### config.mk
export PLATFORM = sky130hd
export DESIGN_NAME = gem3_queue
export DESIGN_NICKNAME = d
export VERILOG_FILES = /design/src/rtl/core/gem3_pkg.sv /design/src/rtl/core/gem3_queue.sv
export SDC_FILE = /design/constraint.sdc
export NUM_CORES = 1
export LEC_CHECK = 0
export BUFFER_PORTS_ARGS = -buffer_cell sky130_fd_sc_hd__buf_2
export CORE_ASPECT_RATIO = 1.5
export CORE_UTILIZATION = 48
export CTS_BUF_LIST = sky130_fd_sc_hd__clkbuf_4
export DETAILED_ROUTE_END_ITERATION = 8
export PLACE_DENSITY = 0.82
export SYNTH_ARGS = -nofsm -noshare
export SYNTH_HDL_FRONTEND = slang
export SYNTH_SLANG_ARGS = --single-unit
export TNS_END_PERCENT = 100
### constraint.sdc
create_clock -name i_clk -period 6.4 [get_ports i_clk]
set_clock_uncertainty 0.15 [all_clocks]
set_input_delay 0.64 -clock i_clk [delete_from_list [all_inputs] [get_ports i_clk]]
set_output_delay 0.64 -clock i_clk [all_outputs]
set_load 0.005 [all_outputs]
### src/rtl/core/gem3_pkg.sv
//------------------------------------------------------------------------------
// gem3_pkg
// Shared types and constants of the 3x3 gradient edge magnitude unit.
//------------------------------------------------------------------------------
package gem3_pkg;

    localparam int unsigned MAX_WIDTH_DEF = 256;
    localparam int unsigned HEIGHT_LIMIT  = 4096;
    localparam int unsigned PIX_W  = 8;
    localparam int unsigned ROW_W  = 12;
    localparam int unsigned COL_W  = 8;
    localparam int unsigned CFG_W  = 13;
    localparam int unsigned CIDX_W = 2;

    typedef enum logic [1:0] {
        CFG_WIDTH  = 2'd0,
        CFG_HEIGHT = 2'd1,
        CFG_KERNEL = 2'd2
    } t_cfg_idx;

    typedef enum logic [1:0] {
        K_ROBERTS = 2'd0,
        K_PREWITT = 2'd1,
        K_SOBEL   = 2'd2
    } t_kernel;

    // One queued job: up to three results caused by one pixel.
    typedef struct packed {
        logic [ROW_W-1:0] row;
        logic [COL_W-1:0] col;
        logic             em_first;   // (r-1, 0) border
        logic             em_mid;     // (r-1, c-1)
        logic             em_mid_calc;
        logic             em_right;   // (r-1, W-1) border
        logic             em_bottom;  // (H-1, c) border
        logic [COL_W-1:0] wlast;      // W-1
        logic [PIX_W-1:0] top;
        logic [PIX_W-1:0] mid;
        logic [PIX_W-1:0] bot;
        logic [PIX_W-1:0] w0, w1, w2, w3, w4, w5;
        logic [1:0]       kmode;
    } t_job;

endpackage

### src/rtl/core/gem3_queue.sv
//------------------------------------------------------------------------------
// gem3_queue
// Two-entry job queue between front and back.
//------------------------------------------------------------------------------
module gem3_queue (
    input  logic            i_clk,
    input  logic            i_rst_n,
    input  logic            i_valid,
    output logic            o_stall,
    input  gem3_pkg::t_job  i_job,
    output logic            o_valid,
    input  logic            i_stall,
    output gem3_pkg::t_job  o_job
);
    import gem3_pkg::*;

    t_job       r_mem [2];
    logic       r_wp, r_rp;
    logic [1:0] r_cnt;
    logic       push, pop;

    assign o_stall = (r_cnt == 2'd2);
    assign o_valid = (r_cnt != 2'd0);
    assign o_job   = r_mem[r_rp];
    assign push    = i_valid && !o_stall;
    assign pop     = o_valid && !i_stall;

    always_ff @(posedge i_clk) begin
        if (push) r_mem[r_wp] <= i_job;
    end

    always_ff @(posedge i_clk) begin
        if (!i_rst_n) begin
            r_wp  <= 1'b0;
            r_rp  <= 1'b0;
            r_cnt <= '0;
        end else begin
            if (push) r_wp <= ~r_wp;
            if (pop)  r_rp <= ~r_rp;
            r_cnt <= r_cnt + {1'b0, push} - {1'b0, pop};
        end
    end

    assert property (@(posedge i_clk) disable iff (!i_rst_n) r_cnt <= 2'd2)
        else $error("queue count overflow");
    assert property (@(posedge i_clk) disable iff (!i_rst_n)
        (r_cnt == 2'd0) |-> !pop) else $error("pop from empty queue");
    assert property (@(posedge i_clk) disable iff (!i_rst_n)
        (r_cnt == 2'd2) |-> !push) else $error("push into full queue");

endmodule

# [Word level (Yosys, flattened, before mapping)]
# Memory sizes are Yosys's and may differ from the RTL's. A register that Yosys moved wholly into a read port is not among the register bits.
# Cells that the tools add are included.
[classes] n_bitwise=2 n_addsub=2 n_eq_ne=1 muxes=4 n_reduce_logical=5
[ops] operator="1-bit two-way mux" count=4
[ops] operator="2-bit by 1-bit adder with 2-bit output" count=1
[ops] operator="2-bit == test (second input constant)" count=1
[ops] operator="1-bit logical AND" count=2
[ops] operator="1-bit logical NOT" count=2
[ops] operator="1-bit NOT" count=2
[ops] operator="2-bit nonzero test" count=1
[ops] operator="2-bit by 1-bit subtractor with 2-bit output" count=1
[totals] elab_cells=18 n_memories=1 mem_bits_rw=214 in_bits=111 reg_bits=4 out_inout_bits=109
[mem_list] name="r_mem" depth=2 word_bits=107 read_ports=1 rd_ports_with_merged_regs=1 write_ports=1 line_no="gem3_queue.sv:17" text="t_job r_mem [2];"

# [Logic depth before layout (Yosys ltp)]
# Gate-level depths: netlist of the first run.
[depth] depth_word=5 depth_mapped=8 mapped_depth_nobuf=8

# [Worst setup path after synthesis of the first run]
# OpenSTA, ideal clock, no wires.
[synth_timing] kind="input port to flip-flop" from="in i_valid" to="mem r_mem[0][0] in the netlist's numbering (enable)" arrival_time_ns=5.185 path_stages=2 path_buffers=0 t_required_ns=5.676 path_slack_ns=0.491 path_cell_list="nand2_1 nor2_1"
[synth_via] elab_chain_len=3
[synth_lines] element="from (decl)" line_no="gem3_queue.sv:8" text="input logic i_valid,"
[synth_lines] element="1-bit logical AND" line_no="gem3_queue.sv:25" text="assign push = i_valid && !o_stall;"
[synth_lines] element="1-bit two-way mux" line_no="gem3_queue.sv:29" text="if (push) r_mem[r_wp] <= i_job;"
[synth_lines] element="1-bit two-way mux (not written as such)" line_no="gem3_queue.sv:29"
[synth_lines] element="to (decl)" line_no="gem3_queue.sv:17"
# No other way between the ends.

==> results_dict.tcl, run 1 <==
set metrics [dict create \
    detail_route.first_pass.iterations 4 \
    area_delta_synth_final_pct 23.8 \
    largest_family_of_logic_cells_by_synthesized_area "multiplexers" \
    post_synth.cell_area_avg_sq_um 22.5 \
    layout-drive-gt1-share 0.619 \
    drv_cap 0 \
    regToRegSetupSlack_ps 3440 \
    largest_net_degree_at_the_start_of_global_routing 72 \
    cts.repair.resized 0 \
    route.vias.total 4226 \
    netlist_instances 359 \
    syn_nets 472 \
    grt_util_met3 0.0508 \
    grt_usage 0.169 \
    synth-seq-cells 219 \
    yosys_warnings 0 \
    peakVddDrop_v 0.000302 \
    r2r-start "r_cnt[0]$_SDFF_PN0_" \
    io_buffers 219 \
    finalPower_mw 3.68 \
    grt-ovfl-total 0 \
    place_congestion 0.712 \
    post_dp_cell_area_sq_um 9390 \
    stdcell_area_sq_um 10000 \
    power-per-cell-area_nw_per_um2 367 \
    min_path_cells 1 \
    synth-compound-area-share 0 \
    tritoncts "yes" \
    min_delay_worst_endpoint "r_mem[0][91]$_DFFE_PP_" \
    first_iter_violations 120 \
    setup_viol_count_final 0 \
    n_fill_cell 1199 \
    path_type_of_the_worst_min_delay_path "in -> reg" \
    final.setup.tns_ps 0 \
    synth_top_cell_area_share 0.795 \
    vias_per_cell 4.89 \
    cpPeakStageDelay_ps 960 \
    leakagePower_nw 3.87 \
    die-width_um 108 \
    die_h_um 161 \
    relSlewSlack 0.320 \
    worst-setup-path-type "reg -> out" \
    dp_cells 775 \
    route.antenna.remaining_nets 0 \
    row_count 57 \
    yosysMostFrequentCell "edfxtp_1" \
    initial_cell_density_of_the_core 0.495 \
    synth_enable_flop_cells 214 \
    cts_root_buffer "clkbuf_4" \
    htree_num_levels 2 \
    netlist_top_cells_area "edfxtp_1, mux2_2, mux2_4" \
    route.final.wire_length_um 14700 \
    cpMaxStageDelayCell "dfxtp_4" \
    synth_seq_area_share 0.807 \
    max_freq_mhz 281 \
    drc_errors 0 \
    regToRegEndpoint "r_mem[0][57]$_DFFE_PP_" \
    hold_viol_final 0 \
    groute.layer.met2.usage 0.316 \
    crit_chain "buf_4, mux2_2, buf_2" \
    die_area_sq_um 17400 \
    gr-usage-met1 0.162 \
    post_synth_mux_area_share 0.167 \
    dp_hpwl_um 9670 \
    cts_sink_count 219 \
    synth.cells.most_frequent "edfxtp_1, mux2_2, mux2_4" \
    setup_crit_start_kind "register" \
    hold_buffers 0 \
    worst_path_required_time_ps 5610 \
    synth_xor_xnor_area_share 0.00217 \
    first_global_vias 4695 \
    synth_ff_type "edfxtp_1" \
    nets 733 \
    synth_area_sq_um 8090 \
    ys_async_sr_fraction 0 \
    slew_violations 0 \
    setup_bufs_post_cts 0 \
    fin_crit_ps 3550 \
    clock_latency_ps 560 \
    max-clock-path-buffers 3 \
    min_from "i_job[91]" \
    clkSlewWorstSetupHoldPaths_ps 70 \
    outcome "complete, no violations" \
    worstMarginPinSlew_ps 1020 \
    worst_r2r_path_depth 4 \
    rsz0062_at_grt "no" \
    crit_arrival_ps 2760 \
    design.core.area_sq_um 16300 \
    instances_no_fill 864 \
    synth_adder_area_share 0.00309 \
    grt_first_pass_wirelength_um 22500 \
    cts_made_buffers 49 \
    antenna_violations_before_repair 2 \
    worst_setup_path_end_kind "primary output" \
    yosys.cell_types.count 19 \
    grt-busiest-layer "met2" \
    post_synth_and_or_nand_nor_area_fraction 0.00897 \
    period_share 0.555 \
    yosysTopAreaCell "edfxtp_1" \
    pin_count 220 \
    critPathMaxFanout 63 \
    wl_per_cell_um 17.0 \
]
-- routing by layer --
metal | vias to the layer above | wire [um]
met4 | 0 | 486
met3 | 34 | 1030
met2 | 176 | 8130
met5 | - | 0
met1 | 2038 | 5020
li1 | 1978 | -
-- power breakdown --
| part | internal [mW] | total (mW) | switching (mW) |
|---|---|---|---|
| sequential | 1.80 | 1.90 | 0.0959 |
| combinational | 0.410 | 0.746 | 0.336 |
| clock | 0.541 | 1.03 | 0.490 |
-- cells in the final DEF (no fill, tap or decap), types with 2 or more instances in the layout --
| master | Yosys | final |
|---|---|---|
| mux2_2 | 77 | 77 |
| clkbuf_4 | 0 | 69 |
| buf_4 | 0 | 3 |
| nand2b_1 | 3 | 3 |
| mux2i_1 | 3 | 3 |
| mux2_4 | 30 | 30 |
| ha_1 | 2 | 2 |
| clkinv_1 | 0 | 15 |
| dfxtp_1 | 5 | 4 |
| buf_2 | 7 | 219 |
| nand2_1 | 3 | 3 |
| edfxtp_1 | 214 | 214 |
| inv_1 | 2 | 2 |
| clkinv_2 | 0 | 3 |
-- stage by stage --
step	hold slack, ps	util	setup WS [ps]
2_1_floorplan	302	-	491
3_3_place_gp	298	0.575	3280
3_5_place_dp	329	0.575	3190
6_report	94.7	0.613	2850
5_1_grt	44.2	0.613	2640
4_1_cts	38.4	0.613	2720
-- how the worst max path moves through the flow --
stage,start,to,slack (ps),cells past startpoint
2_1_floorplan,i_valid,r_mem[0][0]$_DFFE_PP_,490,2
4_1_cts,register,o_job[35],2720,3
6_report,register,o_job[33],2850,3
3_5_place_dp,i_valid,r_mem[0][62]$_DFFE_PP_,3190,4
5_1_grt,register,o_job[106],2640,3
3_3_place_gp,i_valid,r_mem[0][79]$_DFFE_PP_,3280,4
-- flip-flops by register name, summed over array words and instances, names as in the netlist, named ones only --
| signal | flops |
|---|---|
| r_rp | 1 |
| r_wp | 1 |
| r_mem | 214 |
| r_cnt | 2 |
-- cells by family (layout without fill, tap and decap cells) --
| logic type | Yosys count | count (layout) |
|---|---|---|
| muxes | 110 | 110 |
| xor gates and xnor gates | 2 | 2 |
| adders and majority gates | 2 | 2 |
| and+or+nand+nor | 12 | 12 |
| other | 0 | 1 |
| buffers and inverters | 14 | 312 |
| DFF | 219 | 219 |
-- critical path, delay by kind of cell (launching register included) --
kind	cells	cell delay, ps
flip-flops	1	960
buffers and inverters	2	780
multiplexers	1	420
-- cell type report --
class	count	area [sq um]	area share
Multi-Input combinational cell	126	1480	0.147
Inverter	2	7.51	0.000750
Tap cell	206	258	0.0257
Clock buffer	69	518	0.0517
Antenna cell	1	2.50	0.000250
Timing Repair Buffer	222	1120	0.112
Sequential cell	219	6530	0.652
Clock inverter	19	101	0.0101
Power figures use the tool's default switching activity.
==> run 2, diff against run 1 <==
PLACE_DENSITY = 0.85   (was 0.82)
clock period = 2.93 ns   (was 6.4 ns; I/O delays follow)
==> run 2 against run 1 <==
Effect of this change:
- design area is 12% higher
- clock-buffer cell count is 3 lower
- largest cell class unchanged
- combinational power increased to 2.7 times the previous value
- die area unchanged
- largest power group unchanged
- sequential cell count stayed put
- clock power up 110%
- sequential share of layout area down 6.8 points
- critical path type unchanged
==> results_dict.tcl, run 2 (synthesis results as in run 1) <==
set metrics [dict create \
    outcome "complete, no violations" \
    path_type_of_the_worst_min_delay_path "in -> reg" \
    route.antenna.remaining_nets 0 \
    final_critical_path_setup_slack_ps 638 \
    utilization 0.684 \
    drc_errors 0 \
    cpLargestDelayFamily "buffers and inverters" \
    cts_sink_count 219 \
    clock_latency_ps 580 \
    hold_slack_ps 285 \
    dp_cells 779 \
    largest-register "r_mem" \
    relSlewSlack 0.616 \
    setup_viol_count_final 0 \
    largest_net_degree_at_the_start_of_global_routing 61 \
    peakVddDrop_v 0.000636 \
    pin_count 220 \
    crit_arrival_ps 1850 \
    min_from "i_job[58]" \
    stdcell_area_sq_um 11200 \
    layout_common_cells "buf_2, edfxtp_1, dlygate4sd3_1" \
    worstMarginPinSlew_ps 577 \
    grt_first_pass_wirelength_um 25900 \
    regToRegEndpoint "r_cnt[1]$_SDFF_PN0_" \
    grt_usage 0.197 \
    design.core.area_sq_um 16300 \
    critPathBufInv 2 \
    place_congestion 0.696 \
    fin_crit_ps 2290 \
    worst_path_required_time_ps 2490 \
    worst_r2r_path_depth 8 \
    die-width_um 108 \
    first_global_vias 5325 \
    crit_chain "buf_12, mux2_2, buf_2" \
    cts_root_buffer "clkbuf_4" \
    route.final.wire_length_um 17200 \
    rsz0062_at_grt "no" \
    setup_bufs_post_cts 0 \
    min_delay_worst_endpoint "r_mem[1][58]$_DFFE_PP_" \
    pre_cts_slack_ps 985 \
    wl_per_cell_um 17.7 \
    regToRegSetupSlack_ps 890 \
    r2r-start "r_cnt[1]$_SDFF_PN0_" \
    grt-ovfl-total 0 \
    htree_num_levels 2 \
    power-per-cell-area_nw_per_um2 729 \
    cts.repair.resized 0 \
    clkSlewWorstSetupHoldPaths_ps 70 \
    nets 846 \
    dp_hpwl_um 10000 \
    biggestRegsByFlops "r_mem (214), r_cnt (2)" \
    instances_no_fill 973 \
    hold_viol_final 0 \
    first_iter_violations 223 \
    cts_made_buffers 48 \
    drv_cap 0 \
    period_share 0.782 \
    vias_per_cell 4.91 \
    die_h_um 161 \
    row_count 57 \
    leakagePower_nw 4.35 \
    die_area_sq_um 17400 \
    worst_setup_path_end_kind "primary output" \
    max_freq_mhz 436 \
    io_buffers 219 \
    slew_violations 0 \
    critPathMaxFanout 60 \
    max-clock-path-buffers 3 \
    mostFrequentLayoutCell "buf_2" \
    initial_cell_density_of_the_core 0.495 \
    detail_route.first_pass.iterations 4 \
    final.setup.tns_ps 0 \
    worst-setup-path-type "reg -> out" \
    post_dp_cell_area_sq_um 9510 \
    min_path_cells 2 \
    setup_crit_start_kind "register" \
    antenna_violations_before_repair 1 \
    layout-drive-gt1-share 0.534 \
    finalPower_mw 8.15 \
    route.vias.total 4777 \
    cpPeakStageDelay_ps 390 \
    tritoncts "yes" \
    cpMaxStageDelayCell "mux2_2" \
    largest_register_ff_count 214 \
    area_delta_synth_final_pct 38.1 \
]
[run 2: changes by cell type in the layout (fill, tap and decap cells not counted)]
cell / before / now
inv_2: 0 / 2
bufinv_16: 1 / 0
buf_4: 3 / 0
clkbuf_4: 69 / 66
dlygate4sd3_1: 0 / 110
clkinv_1: 15 / 12
buf_12: 0 / 7
[run 2: how the worst max path moves through the flow]
stage / startpoint / depth (start not counted) / slack, ps / to
after floorplan: r_cnt[0]$_SDFF_PN0_ / 3 / 190 / r_mem[0][0]$_DFFE_PP_
after global placement: r_cnt[0]$_SDFF_PN0_ / 3 / 1070 / r_mem[1][38]$_DFFE_PP_
after detailed placement: r_cnt[0]$_SDFF_PN0_ / 3 / 980 / r_mem[1][82]$_DFFE_PP_
after CTS: register / 3 / 580 / o_job[35]
after global routing: register / 3 / 550 / o_job[1]
final: register / 3 / 640 / o_job[1]
[run 2: cell type report]
cell class	count	area (sq um)
clock buffer	66	495
clock inverter	17	67.6
tap	206	258
fill	1008	5160
timing repair buffer	336	2340
multi-input combinational	126	1480
antenna	1	2.50
sequential	219	6530
inverter	2	7.51
[run 2: report_power, final]
group	internal, mW	total [mW]	leakage, nW	switching, mW
Sequential	3.93	4.04	2.04	0.114
Clock	1.05	2.12	0.343	1.07
Combinational	1.06	1.99	1.97	0.925
Total	6.04	8.15	4.35	2.11
[run 2: what timing repair did]
action / 4_1_cts / 5_1_grt
endpoints found under the hold margin: 219 / 0
endpoints found under the setup margin: 0 / 0
hold buffers: 110 / 0
[run 2: layer usage]
| layer | vias to the layer above | share of wire | track usage |
|---|---|---|---|
| met5 | - | 0 | 0 |
| met4 | 0 | 0.036 | 0.0903 |
| met3 | 45 | 0.059 | 0.0513 |
| met2 | 208 | 0.57 | 0.384 |
| met1 | 2327 | 0.33 | 0.185 |
| li1 | 2197 | - | - |
