$ cat src/rtl/core/gem3_pkg.sv
//------------------------------------------------------------------------------
// gem3_pkg
// Shared types and constants of the 3x3 gradient edge magnitude unit.
//------------------------------------------------------------------------------
package gem3_pkg;

    localparam int unsigned MAX_WIDTH_DEF = 256;
    localparam int unsigned HEIGHT_LIMIT  = 4096;
    localparam int unsigned PIX_W  = 8;
    localparam int unsigned ROW_W  = 12;
    localparam int unsigned COL_W  = 8;
    localparam int unsigned CFG_W  = 13;
    localparam int unsigned CIDX_W = 2;

    typedef enum logic [1:0] {
        CFG_WIDTH  = 2'd0,
        CFG_HEIGHT = 2'd1,
        CFG_KERNEL = 2'd2
    } t_cfg_idx;

    typedef enum logic [1:0] {
        K_ROBERTS = 2'd0,
        K_PREWITT = 2'd1,
        K_SOBEL   = 2'd2
    } t_kernel;

    // One queued job: up to three results caused by one pixel.
    typedef struct packed {
        logic [ROW_W-1:0] row;
        logic [COL_W-1:0] col;
        logic             em_first;   // (r-1, 0) border
        logic             em_mid;     // (r-1, c-1)
        logic             em_mid_calc;
        logic             em_right;   // (r-1, W-1) border
        logic             em_bottom;  // (H-1, c) border
        logic [COL_W-1:0] wlast;      // W-1
        logic [PIX_W-1:0] top;
        logic [PIX_W-1:0] mid;
        logic [PIX_W-1:0] bot;
        logic [PIX_W-1:0] w0, w1, w2, w3, w4, w5;
        logic [1:0]       kmode;
    } t_job;

endpackage

$ cat src/rtl/core/gem3_back.sv
//------------------------------------------------------------------------------
// gem3_back
// Computes gradients and magnitude for a job and emits its results one by one.
//------------------------------------------------------------------------------
module gem3_back (
    input  logic                         i_clk,
    input  logic                         i_rst_n,
    input  logic                         i_valid,
    output logic                         o_stall,
    input  gem3_pkg::t_job               i_job,
    output logic                         o_valid,
    input  logic                         i_stall,
    output logic [gem3_pkg::ROW_W-1:0]   o_out_row,
    output logic [gem3_pkg::COL_W-1:0]   o_out_col,
    output logic [gem3_pkg::PIX_W-1:0]   o_magnitude,
    output logic                         o_last
);
    import gem3_pkg::*;

    typedef enum logic [2:0] {
        B_IDLE, B_GRAD, B_SQ, B_ROOT, B_EMIT
    } t_bstate;

    t_bstate        r_st, n_st;
    t_job           r_job;
    logic signed [11:0] r_gx, r_gy;
    logic [22:0]    r_sum;
    logic [7:0]     r_root;
    logic [3:0]     r_bit;
    logic [3:0]     r_pend;     // first, mid, right, bottom
    logic           r_ov;
    logic [PIX_W-1:0] r_mag;

    logic signed [11:0] a00, a10, a20, a01, a11, a21, a02, a12, a22, gx, gy;
    logic [7:0]     t;
    logic [15:0]    tsq;
    logic [1:0]     sel;
    logic [3:0]     rest;

    assign a00 = 12'(r_job.w0); assign a10 = 12'(r_job.w1); assign a20 = 12'(r_job.w2);
    assign a01 = 12'(r_job.w3); assign a11 = 12'(r_job.w4); assign a21 = 12'(r_job.w5);
    assign a02 = 12'(r_job.top); assign a12 = 12'(r_job.mid); assign a22 = 12'(r_job.bot);

    always_comb begin
        case (t_kernel'(r_job.kmode))
            K_ROBERTS: begin
                gx = a11 - a22;
                gy = a12 - a21;
            end
            K_PREWITT: begin
                gx = (a02 + a12 + a22) - (a00 + a10 + a20);
                gy = (a20 + a21 + a22) - (a00 + a01 + a02);
            end
            default: begin
                gx = (a02 + (a12 <<< 1) + a22) - (a00 + (a10 <<< 1) + a20);
                gy = (a20 + (a21 <<< 1) + a22) - (a00 + (a01 <<< 1) + a02);
            end
        endcase
    end

    assign t   = r_root | (8'd1 << r_bit[2:0]);
    assign tsq = 16'(t) * 16'(t);

    // pick first pending result
    always_comb begin
        if (r_pend[0])      sel = 2'd0;
        else if (r_pend[1]) sel = 2'd1;
        else if (r_pend[2]) sel = 2'd2;
        else                sel = 2'd3;
        rest = r_pend & ~(4'd1 << sel);
    end

    assign o_valid = (r_st == B_EMIT);
    assign o_last  = (rest == 4'd0);
    assign o_stall = (r_st != B_IDLE);
    always_comb begin
        case (sel)
            2'd0: begin
                o_out_row = r_job.row; o_out_col = '0; o_magnitude = r_job.mid;
            end
            2'd1: begin
                o_out_row = r_job.row; o_out_col = r_job.col - 1'b1; o_magnitude = r_mag;
            end
            2'd2: begin
                o_out_row = r_job.row; o_out_col = r_job.wlast; o_magnitude = r_job.mid;
            end
            default: begin
                o_out_row = r_job.row + 1'b1; o_out_col = r_job.col;
                o_magnitude = r_job.bot;
            end
        endcase
    end

    always_comb begin
        n_st = r_st;
        case (r_st)
            B_IDLE: if (i_valid) n_st = B_GRAD;
            B_GRAD: begin
                if (r_pend == 4'd0)                     n_st = B_IDLE;
                else if (r_pend[1] && r_job.em_mid_calc) n_st = B_SQ;
                else                                     n_st = B_EMIT;
            end
            B_SQ:   n_st = B_ROOT;
            B_ROOT: if (r_bit == 4'd0 || r_ov) n_st = B_EMIT;
            B_EMIT: if (!i_stall && rest == 4'd0) n_st = B_IDLE;
            default: n_st = B_IDLE;
        endcase
    end

    always_ff @(posedge i_clk) begin
        if (!i_rst_n) begin
            r_st   <= B_IDLE;
            r_pend <= '0;
        end else begin
            r_st <= n_st;
            case (r_st)
                B_IDLE: if (i_valid) begin
                    r_pend <= {i_job.em_bottom, i_job.em_right, i_job.em_mid, i_job.em_first};
                end
                B_EMIT: if (!i_stall) r_pend <= rest;
                default: ;
            endcase
        end
    end

    always_ff @(posedge i_clk) begin
        case (r_st)
            B_IDLE: if (i_valid) r_job <= i_job;
            B_GRAD: begin
                r_gx  <= gx;
                r_gy  <= gy;
                r_mag <= r_job.w4;
            end
            B_SQ: begin
                r_sum  <= 23'(r_gx * r_gx) + 23'(r_gy * r_gy);
                r_root <= '0;
                r_bit  <= 4'd7;
                r_ov   <= 1'b0;
            end
            B_ROOT: begin
                if (r_bit == 4'd7 && r_sum >= 23'd65536) begin
                    r_ov  <= 1'b1;
                    r_mag <= 8'd255;
                end else begin
                    if (23'(tsq) <= r_sum) begin
                        r_root <= t;
                        if (r_bit == 4'd0) r_mag <= t;
                    end else if (r_bit == 4'd0) begin
                        r_mag <= r_root;
                    end
                    r_bit <= r_bit - 1'b1;
                end
            end
            default: ;
        endcase
    end

    assert property (@(posedge i_clk) disable iff (!i_rst_n)
        o_valid |-> (r_pend != 4'd0)) else $error("emit with nothing pending");
    assert property (@(posedge i_clk) disable iff (!i_rst_n)
        (o_valid && i_stall) |=> o_valid && $stable(r_pend))
        else $error("stalled result lost");

endmodule

$ cat config.mk
export PLATFORM = sky130hd
export DESIGN_NAME = gem3_back
export DESIGN_NICKNAME = d
export VERILOG_FILES = /design/src/rtl/core/gem3_pkg.sv /design/src/rtl/core/gem3_back.sv
export SDC_FILE = /design/constraint.sdc
export NUM_CORES = 1
export LEC_CHECK = 0
export ABC_AREA = 1
export BUFFER_PORTS_ARGS = -buffer_cell sky130_fd_sc_hd__buf_2
export CORE_UTILIZATION = 45
export CTS_CLUSTER_SIZE = 40
export DETAILED_ROUTE_END_ITERATION = 8
export GPL_TIMING_DRIVEN = 0
export PLACE_DENSITY_LB_ADDON = 0.05
export REMOVE_ABC_BUFFERS = 1
export SLEW_MARGIN = 30
export SYNTH_ARGS = -nofsm -noshare
export SYNTH_HDL_FRONTEND = slang
export SYNTH_SLANG_ARGS = --single-unit
$ cat constraint.sdc
create_clock -name i_clk -period 18.1 [get_ports i_clk]
set_input_delay 1.81 -clock i_clk [delete_from_list [all_inputs] [get_ports i_clk]]
set_output_delay 1.81 -clock i_clk [all_outputs]
set_load 0.01 [all_outputs]
==> Yosys cells after proc, flatten, opt, wreduce, memory -nomap -nowiden <==
Cells that the tools add are included.
{ "totals": {"ff_bits": 178, "in_bits": 111, "output_inout_bits": 31} }
{ "op_classes": {"add_sub_neg": 26, "multipliers": 3, "n_lt_le_gt_ge": 2, "n_eq_ne": 16, "shifts": 2, "n_mux": 29, "bitwise_logic": 3, "reduce_logical": 24} }
{ "ops": {"columns": ["cell", "count"], "rows": [
  ["8-bit two-way mux", 6],
  ["12-bit case mux with 2 select lines", 2],
  ["8-bit case mux with 2 select lines", 3],
  ["12-bit by 12-bit multiplier with 23-bit output", 2],
  ["10-bit by 8-bit adder with 11-bit output", 4],
  ["8-bit by 9-bit adder with 10-bit output", 4],
  ["9-bit by 8-bit adder with 10-bit output", 4],
  ["8-bit by 8-bit adder with 9-bit output", 4],
  ["8-bit case mux with 3 select lines", 1],
  ["11-bit by 11-bit subtractor with 12-bit output", 2],
  ["23-bit adder", 1],
  ["23-bit by 17-bit >= comparator with 1-bit output, second input constant", 1],
  ["16-bit by 23-bit <= comparator with 1-bit output", 1],
  ["10-bit by 10-bit subtractor with 11-bit output", 2],
  ["8-bit by 8-bit subtractor with 9-bit output", 2],
  ["8-bit by 8-bit multiplier with 16-bit output", 1],
  ["4-bit case mux with 2 select lines", 2],
  ["3-bit two-way mux", 5],
  ["3-bit case mux with 5 select lines", 1],
  ["12-bit by 1-bit adder with 12-bit output, second input constant", 1],
  ["4-bit zero test", 3],
  ["12-bit two-way mux", 1],
  ["4-bit two-way mux", 3],
  ["2-bit inequality test, second input constant", 6],
  ["other kinds (29)", 43]
]} }

==> Longest topological paths before layout <==
Gate-level depths: netlist of the first run.
{ "depth": {"depth_word": 10, "depth_mapped": 38, "ltp_nobuf": 38} }

==> Worst setup path before layout of the first run <==
No wires, ideal clock.
{ "synth_timing": {"kind": "reg-to-reg", "start": "register r_gx[11]", "end": "register r_sum[22], data pin", "arrival_ns": 5.776, "required_ns": 17.848, "slack_ns": 12.072, "stages_incl_launch_ff": 24, "n_path_buf": 2, "period_less_slack_ns": 6.028, "cell_sequence": "edfxtp_1 > buf_4 > clkbuf_1 > nand2_1 > inv_1 > fa_1 > fa_1 > inv_1 > fa_1 > fa_1 > fa_1 > fa_1 > inv_1 > fa_1 > ha_1 > nand2_1 > inv_1 > nand3_1 > nor3_1 > nand4_1 > nand3_1 > inv_1 > nand2_1 > nand2_1"} }
{ "synth_via": {"elab_chain_len": 2} }
{ "synth_lines": {"columns": ["element", "line", "text"], "rows": [
  ["start: declaration", "gem3_back.sv:26", "logic signed [11:0] r_gx, r_gy;"],
  ["start signal: assignment", "gem3_back.sv:130", "r_gx <= gx;"],
  ["12-bit by 12-bit multiplier with 23-bit output", "gem3_back.sv:135", "r_sum <= 23'(r_gx * r_gx) + 23'(r_gy * r_gy);"],
  ["23-bit adder", "gem3_back.sv:135", null],
  ["end signal: assignment", "gem3_back.sv:135", null],
  ["end: declaration", "gem3_back.sv:27", "logic [22:0] r_sum;"]
]} }
No other way between the ends.
A chain may end at the register's enable or synchronous reset.

==> Final worst setup path of the first run <==
{ "layout_timing": {"start": "register r_gx[11]", "end": "register r_sum[18], data pin"} }
The elaborated chain is that of the path after synthesis.

==> results of run 1 <==
cell usage in the layout, fill, tap and decap left out, types with 10 or more instances in the layout:
cell / instances
inv_1: 738
nand2_1: 487
fa_1: 421
ha_1: 201
edfxtp_1: 171
buf_2: 141
nor2_1: 109
a21oi_1: 108
nand3_1: 98
o21ai_0: 48
xor2_1: 31
nand4_1: 19
xnor2_1: 17
clkbuf_16: 17
nor3_1: 16
or2_2: 15
o211ai_1: 10
final timing paths:
kind                          startpoint                endpoint
hold / removal    r_pend[3]$_SDFFE_PN0P_  r_pend[3]$_SDFFE_PN0P_
hold reg to reg   r_pend[3]$_SDFFE_PN0P_  r_pend[3]$_SDFFE_PN0P_
setup reg to reg      r_gx[11]$_DFFE_PP_     r_sum[18]$_DFFE_PP_
setup / recovery      r_gx[11]$_DFFE_PP_     r_sum[18]$_DFFE_PP_
metrics by stage:
stage	util	instances
final	0.497	3446
after global routing	0.497	3446
after CTS	0.497	3446
after detailed placement	0.486	3414
after global placement	0.483	3409
after floorplan	-	2580
routing by layer:
| layer | routed length [um] | track usage | vias to the layer above | share of wire |
|---|---|---|---|---|
| li1 | - | - | 8171 | - |
| met4 | 874 | 0.0498 | 0 | 0.016 |
| met3 | 1850 | 0.0282 | 46 | 0.033 |
| met5 | 0 | 0 | - | 0 |
| met1 | 24900 | 0.293 | 8160 | 0.45 |
| met2 | 27800 | 0.388 | 257 | 0.50 |
area by class of cell:
cell class | instances | area [sq um]
repair buffers | 146 | 836
inverters | 747 | 2800
clock buffers | 17 | 425
multi-input cells | 1655 | 15800
flip-flops and latches | 178 | 5280
well taps | 688 | 861
clock inverters | 15 | 163
fillers | 4975 | 26500
critical path, delay by kind of cell, from the launching register on:
family / cells / cell delay [ns]
buffers and inverters: 4 / 0.45
XOR/XNOR: 1 / 0.15
flip-flops: 1 / 0.86
adder cells (fa/ha/maj): 8 / 3.87
AND/OR/NAND/NOR: 4 / 0.73
AO/OA/AOI/OAI: 2 / 0.55
cell families (layout without fill, tap and decap cells):
logic type                 Yosys count  in the layout  share of synthesized area
and+or+nand+nor                    772            772                      0.134
DFF                                178            178                      0.219
buffers and inverters              785            925                      0.124
adders and majority gates          622            622                      0.455
xor gates and xnor gates            48             48                     0.0175
AOI/OAI and AO/OA                  213            213                     0.0503
state kept, by name (all words and copies together), names as in the netlist, 12 cells and up:
signal / flops
r_sum: 23
r_job: 31
r_gx: 12
r_gy: 12
==> impl_results.md, run 1 <==
- Outcome: complete, no violations
- First-pass GRT wire length: 92.2 mm
- Port Buffers: 141
- Dpl hpwl: between 40 and 50 mm
- Area growth from synthesis to layout: 8.88%
- Mapped Cells: 2618
- Worst hold-check path type: register to register
- Largest net degree at the start of global routing: 26
- Hold path cells: 2
- Post-synth ARST share: 0
- Vias in the first global route: 18000
- Post-synth EDFFs: 171
- FF+latch count, synth: 178
- Initial Util: 0.457
- Worst Setup End Kind: register
- Maximum clock rate: 146 MHz
- Worst Reg-to-Reg Cells: 19
- Tcrit/Tclk final: 0.378
- Post-CTS Setup Bufs: 0
- Max H-tree Level: 4
- CP Data Required Time: 18.32 ns
- TritonCTS clock tree: yes
- Row count: 84
- Vias per cell: between 4 and 5
- Routed wire length: approximately 55 mm
- Synth top area cells: fa_1, edfxtp_1, inv_1, ha_1, nand2_1
- Most frequent cell on the critical path: fa_1
- Critical path cell sequence: inv_1, or2_2, fa_1, inv_1, fa_1, inv_1, fa_1, fa_1, fa_1, fa_1, inv_1, fa_1, ha_1, a21o_1, a21boi_0, nand3_1, nand2_1, nand2_1, xor2_1
- Fin. max-slew vios: 0
- Post-Synthesis Cell Area: 24000 sq um
- Placeable Area: 52700 sq um
- Post-synth top area share: 0.350
- Clk sinks: 178
- GRT Overall Usage: 0.222
- Setup_tns: 0 ns
- 1st-iter DRT viols: 792
- Die ar.: 54400 sq um
- Later-pin clock latency in the skew report: about 0.46 ns
- DR vias: approximately 17000
- Reg2Reg Setup Slack: 11.27 ns
- Most frequent cells after synthesis: inv_1, nand2_1, fa_1
- ANT nets after route: 0
- Gpl congestion: 0.874
- Min Hold Slack: 0.499 ns
- Ports: between 100 and 150
- Max-Cap Viols: 0
- # nets final: 3478
- CTS resizes: 0
- Dpl ws: 11.21 ns
- Synth unique cells: 45
- Die Wd: 233 um
- CTS buffer count: 17
- Rel. slew slack: 0.393
- Crit start category: register
- Avg WL per Cell: 16.1 um
- Post-synth top area cell: fa_1
- Final hold violation count: 0
- Hold-fix buffer count after cts: 0
- Crit Path Max Fanout: 19
- Crit-path slowest cell: edfxtp_1
- Grt ovf: 0
- Final setup vio count: 0
- CP Class: register to register
- Crit path largest cell delay: 0.86 ns
- Drt pass-1 iters: 5
- Placed cell areas: approximately 26000 sq um
- Register clock-pin slew on the reported worst setup and hold paths: 0.08 ns
- Worst Tran Pin Value: 0.910 ns
- Sequential fraction of the synthesis area: 0.219
- Remaining DRCs: 0
- Clock skew: between 0.015 and 0.02 ns
- Initial antenna violation count: 0
- Synthesized area per cell: 9.19 sq um
- ANT cells: 0
- Root Buffer: clkbuf_16
- Crit path time final: just under 7 ns
- Synth warn: 0
- Die H: 233 um
- Most frequent cell after synthesis: inv_1
- Final setup margin: 11.27 ns
- Arrival time worst endpoint: 7.05 ns
- Final instance area: 26200 sq um
- Share of cells above drive strength 1: 0.0805
- RSZ-0062 raised after global routing: false
- CTS max path bufs: 2
- Post-synth top flop: edfxtp_1
Power of run 1 is left out: the tool's default activity adds up to more than one toggle a clock period on the data nets, which glitch-free logic cannot reach.
==> run 2: changes to the inputs <==
- clock period: 18.1 -> 5.95 ns (I/O delays scaled with it)
==> run 2 against run 1 <==
  * Clock skew rose by 0.00094 ns
  * Core utilization rose by 4.4 points
  * The flow now finishes with violations (negative setup slack)
  * Flip-flop and latch count did not move
==> impl_results.md, run 2 (synthesized netlist as in run 1, its figures left out) <==
- DR vias: 17400 (was 16600)
- TritonCTS clock tree: yes (unchanged)
- Area growth from synthesis to layout: 18.5% (was 8.88%)
- RR Startpoint: r_bit[0]$_SDFFCE_PN1P_ (was r_gx[11]$_DFFE_PP_)
- Most common cell after layout, fill and taps aside: inv_1 (unchanged)
- Placeable Area: 52700 sq um (unchanged)
- Clock skew: 0.0169 ns (was 0.0159 ns)
- Hold path cells: 1 (was 2)
- Initial Util: 0.457 (unchanged)
- Failing checks: negative setup slack
- Ports: 142 (unchanged)
- Worst Tran Pin Value: 0.831 ns (was 0.910 ns)
- Drt pass-1 iters: 6 (was 5)
- Most frequent cells in the layout: inv_1, nand2_1, fa_1 (unchanged)
- Grt ovf: 0 (unchanged)
- Util after Layout: 0.541 (was 0.497)
- Final setup vio count: 16 (was 0)
- Largest net degree at the start of global routing: 26 (unchanged)
- Filler Cell Count: 4779 (was 4975)
- Outcome: finished, violations left (was complete, no violations)
- Crit path largest cell delay: 0.58 ns (was 0.86 ns)
- Initial antenna violation count: 0 (unchanged)
- ANT nets after route: 0 (unchanged)
- Worst Setup End Kind: register (unchanged)
- Dpl hpwl: 47.7 mm (unchanged)
- Max reg flops: 31 (unchanged)
- Hold-fix buffer count after cts: 0 (unchanged)
- Tcrit/Tclk final: 1.01 (was 0.378)
- Avg WL per Cell: 16.5 um (was 16.1 um)
- Die Wd: 233 um (unchanged)
- Vias per cell: 4.84 (was 4.83)
- CTS max path bufs: 2 (unchanged)
- Arrival time worst endpoint: 6.33 ns (was 7.05 ns)
- Min-Delay Endpoint: r_job[88]$_DFFE_PP_ (was r_pend[3]$_SDFFE_PN0P_)
- Final hold violation count: 0 (unchanged)
- RSZ-0062 raised after global routing: true (was false)
- Remaining DRCs: 0 (unchanged)
- Register clock-pin slew on the reported worst setup and hold paths: 0.08 ns (about the same)
- Crit path buf inv count: 7 (was 4)
- Worst R2R End: r_mag[6]$_DFFE_PP_ (was r_sum[18]$_DFFE_PP_)
- Hold path startpoint: i_job[88] (was r_pend[3]$_SDFFE_PN0P_)
- Crit-path slowest cell: fa_2 (was edfxtp_1)
- # nets final: 3624 (was 3478)
- Biggest register: r_job (unchanged)
- Maximum clock rate: 167 MHz (was 146 MHz)
- Crit start category: register (unchanged)
- Die H: 233 um (unchanged)
- ANT cells: 0 (unchanged)
- Crit path time final: 6.00 ns (was 6.83 ns)
- Row count: 84 (unchanged)
- 1st-iter DRT viols: 904 (was 792)
- CTS buffer count: 17 (unchanged)
- Most frequent cell on the critical path: nand2_1 (was fa_1)
- Worst Reg-to-Reg Cells: 32 (was 19)
- CP top delay family: adder cells (unchanged)
- Later-pin clock latency in the skew report: 0.46 ns (about the same)
- Final setup margin: -0.0547 ns (was 11.27 ns)
- Routed wire length: 59.1 mm (was 55.4 mm)
- Crit Path Max Fanout: 5 (was 19)
- Clk sinks: 178 (unchanged)
- Die ar.: 54400 sq um (unchanged)
- CP Data Required Time: 6.27 ns (was 18.32 ns)
- Max-Cap Viols: 0 (unchanged)
- Largest regs: r_job: 31 flops, r_sum: 23 flops (unchanged)
- Port Buffers: 141 (unchanged)
- Rel. slew slack: 0.445 (was 0.393)
- Share of cells above drive strength 1: 0.205 (was 0.0805)
- Gpl congestion: 0.874 (unchanged)
- Root Buffer: clkbuf_16 (unchanged)
- Fin. max-slew vios: 0 (unchanged)
- Max H-tree Level: 4 (unchanged)
- Worst hold-check path type: input pin to register (was register to register)
- Vias in the first global route: 18500 (was 18000)
- GRT Overall Usage: 0.233 (was 0.222)
- CP Class: register to register (unchanged)
- Reg2Reg Setup Slack: -0.05 ns (was 11.27 ns)
- First-pass GRT wire length: 96.0 mm (was 92.2 mm)
[run 2: cell count changes in the layout (fill, tap and decap cells not counted), sizes merged]
cell,delta
buf,+145
clkinv,+2
nand2,+1
inv,-4
clkinvlp,+2
[run 2: layout make-up]
| cell class | count | area, sq um | share of cell area |
|---|---|---|---|
| clock inverter | 15 | 163 | 0.00571 |
| tap | 688 | 861 | 0.0302 |
| inverter | 747 | 2850 | 0.100 |
| clock buffer | 17 | 425 | 0.0149 |
| timing repair buffer | 291 | 2100 | 0.0737 |
| sequential | 178 | 5280 | 0.185 |
| multi-input combinational | 1656 | 16800 | 0.590 |
[run 2: repair_timing]
action | 4_1_cts | 5_1_grt
pin swaps | 56 | 102
endpoints found under the setup margin | 29 | 29
gates cloned | 0 | 1
gates resized for setup | 150 | 172
setup buffers | 111 | 35
[run 2: stage by stage]
stage	instance area (sq um)	TNS [ns]	hold WS, ns	std cells	worst slack (ns)
after floorplan	23900	0	0.470	2580	0.00280
after CTS	27600	-0.300	0.272	3556	-0.110
final	28500	-0.490	0.304	3592	-0.0547
after detailed placement	25600	-19.46	0.486	3414	-0.941
after global routing	28500	-7.32	0.278	3592	-0.393
after global placement	25400	-18.09	0.481	3409	-0.947
[run 2: worst max-delay path by stage]
stage | start | endpoint | slack (ns) | depth (start not counted)
finish | r_bit[0]$_SDFFCE_PN1P_ | r_mag[6]$_DFFE_PP_ | -0.05 | 32
global route | r_bit[0]$_SDFFCE_PN1P_ | r_root[3]$_SDFFCE_PN0P_ | -0.39 | 35
CTS | r_gy[2]$_DFFE_PP_ | r_sum[21]$_DFFE_PP_ | -0.11 | 21
detailed placement | r_gx[11]$_DFFE_PP_ | r_sum[18]$_DFFE_PP_ | -0.94 | 19
global placement | r_gx[11]$_DFFE_PP_ | r_sum[18]$_DFFE_PP_ | -0.95 | 19
floorplan | r_gx[11]$_DFFE_PP_ | r_sum[18]$_DFFE_PP_ | 0.003 | 19
[run 2: per-layer routing]
| metal | track usage | share of wire |
|---|---|---|
| met2 | 0.411 | 0.51 |
| met3 | 0.0299 | 0.037 |
| met4 | 0.0562 | 0.019 |
| met1 | 0.303 | 0.43 |
| met5 | 0 | 0 |
Power of run 2 is left out for the same reason.
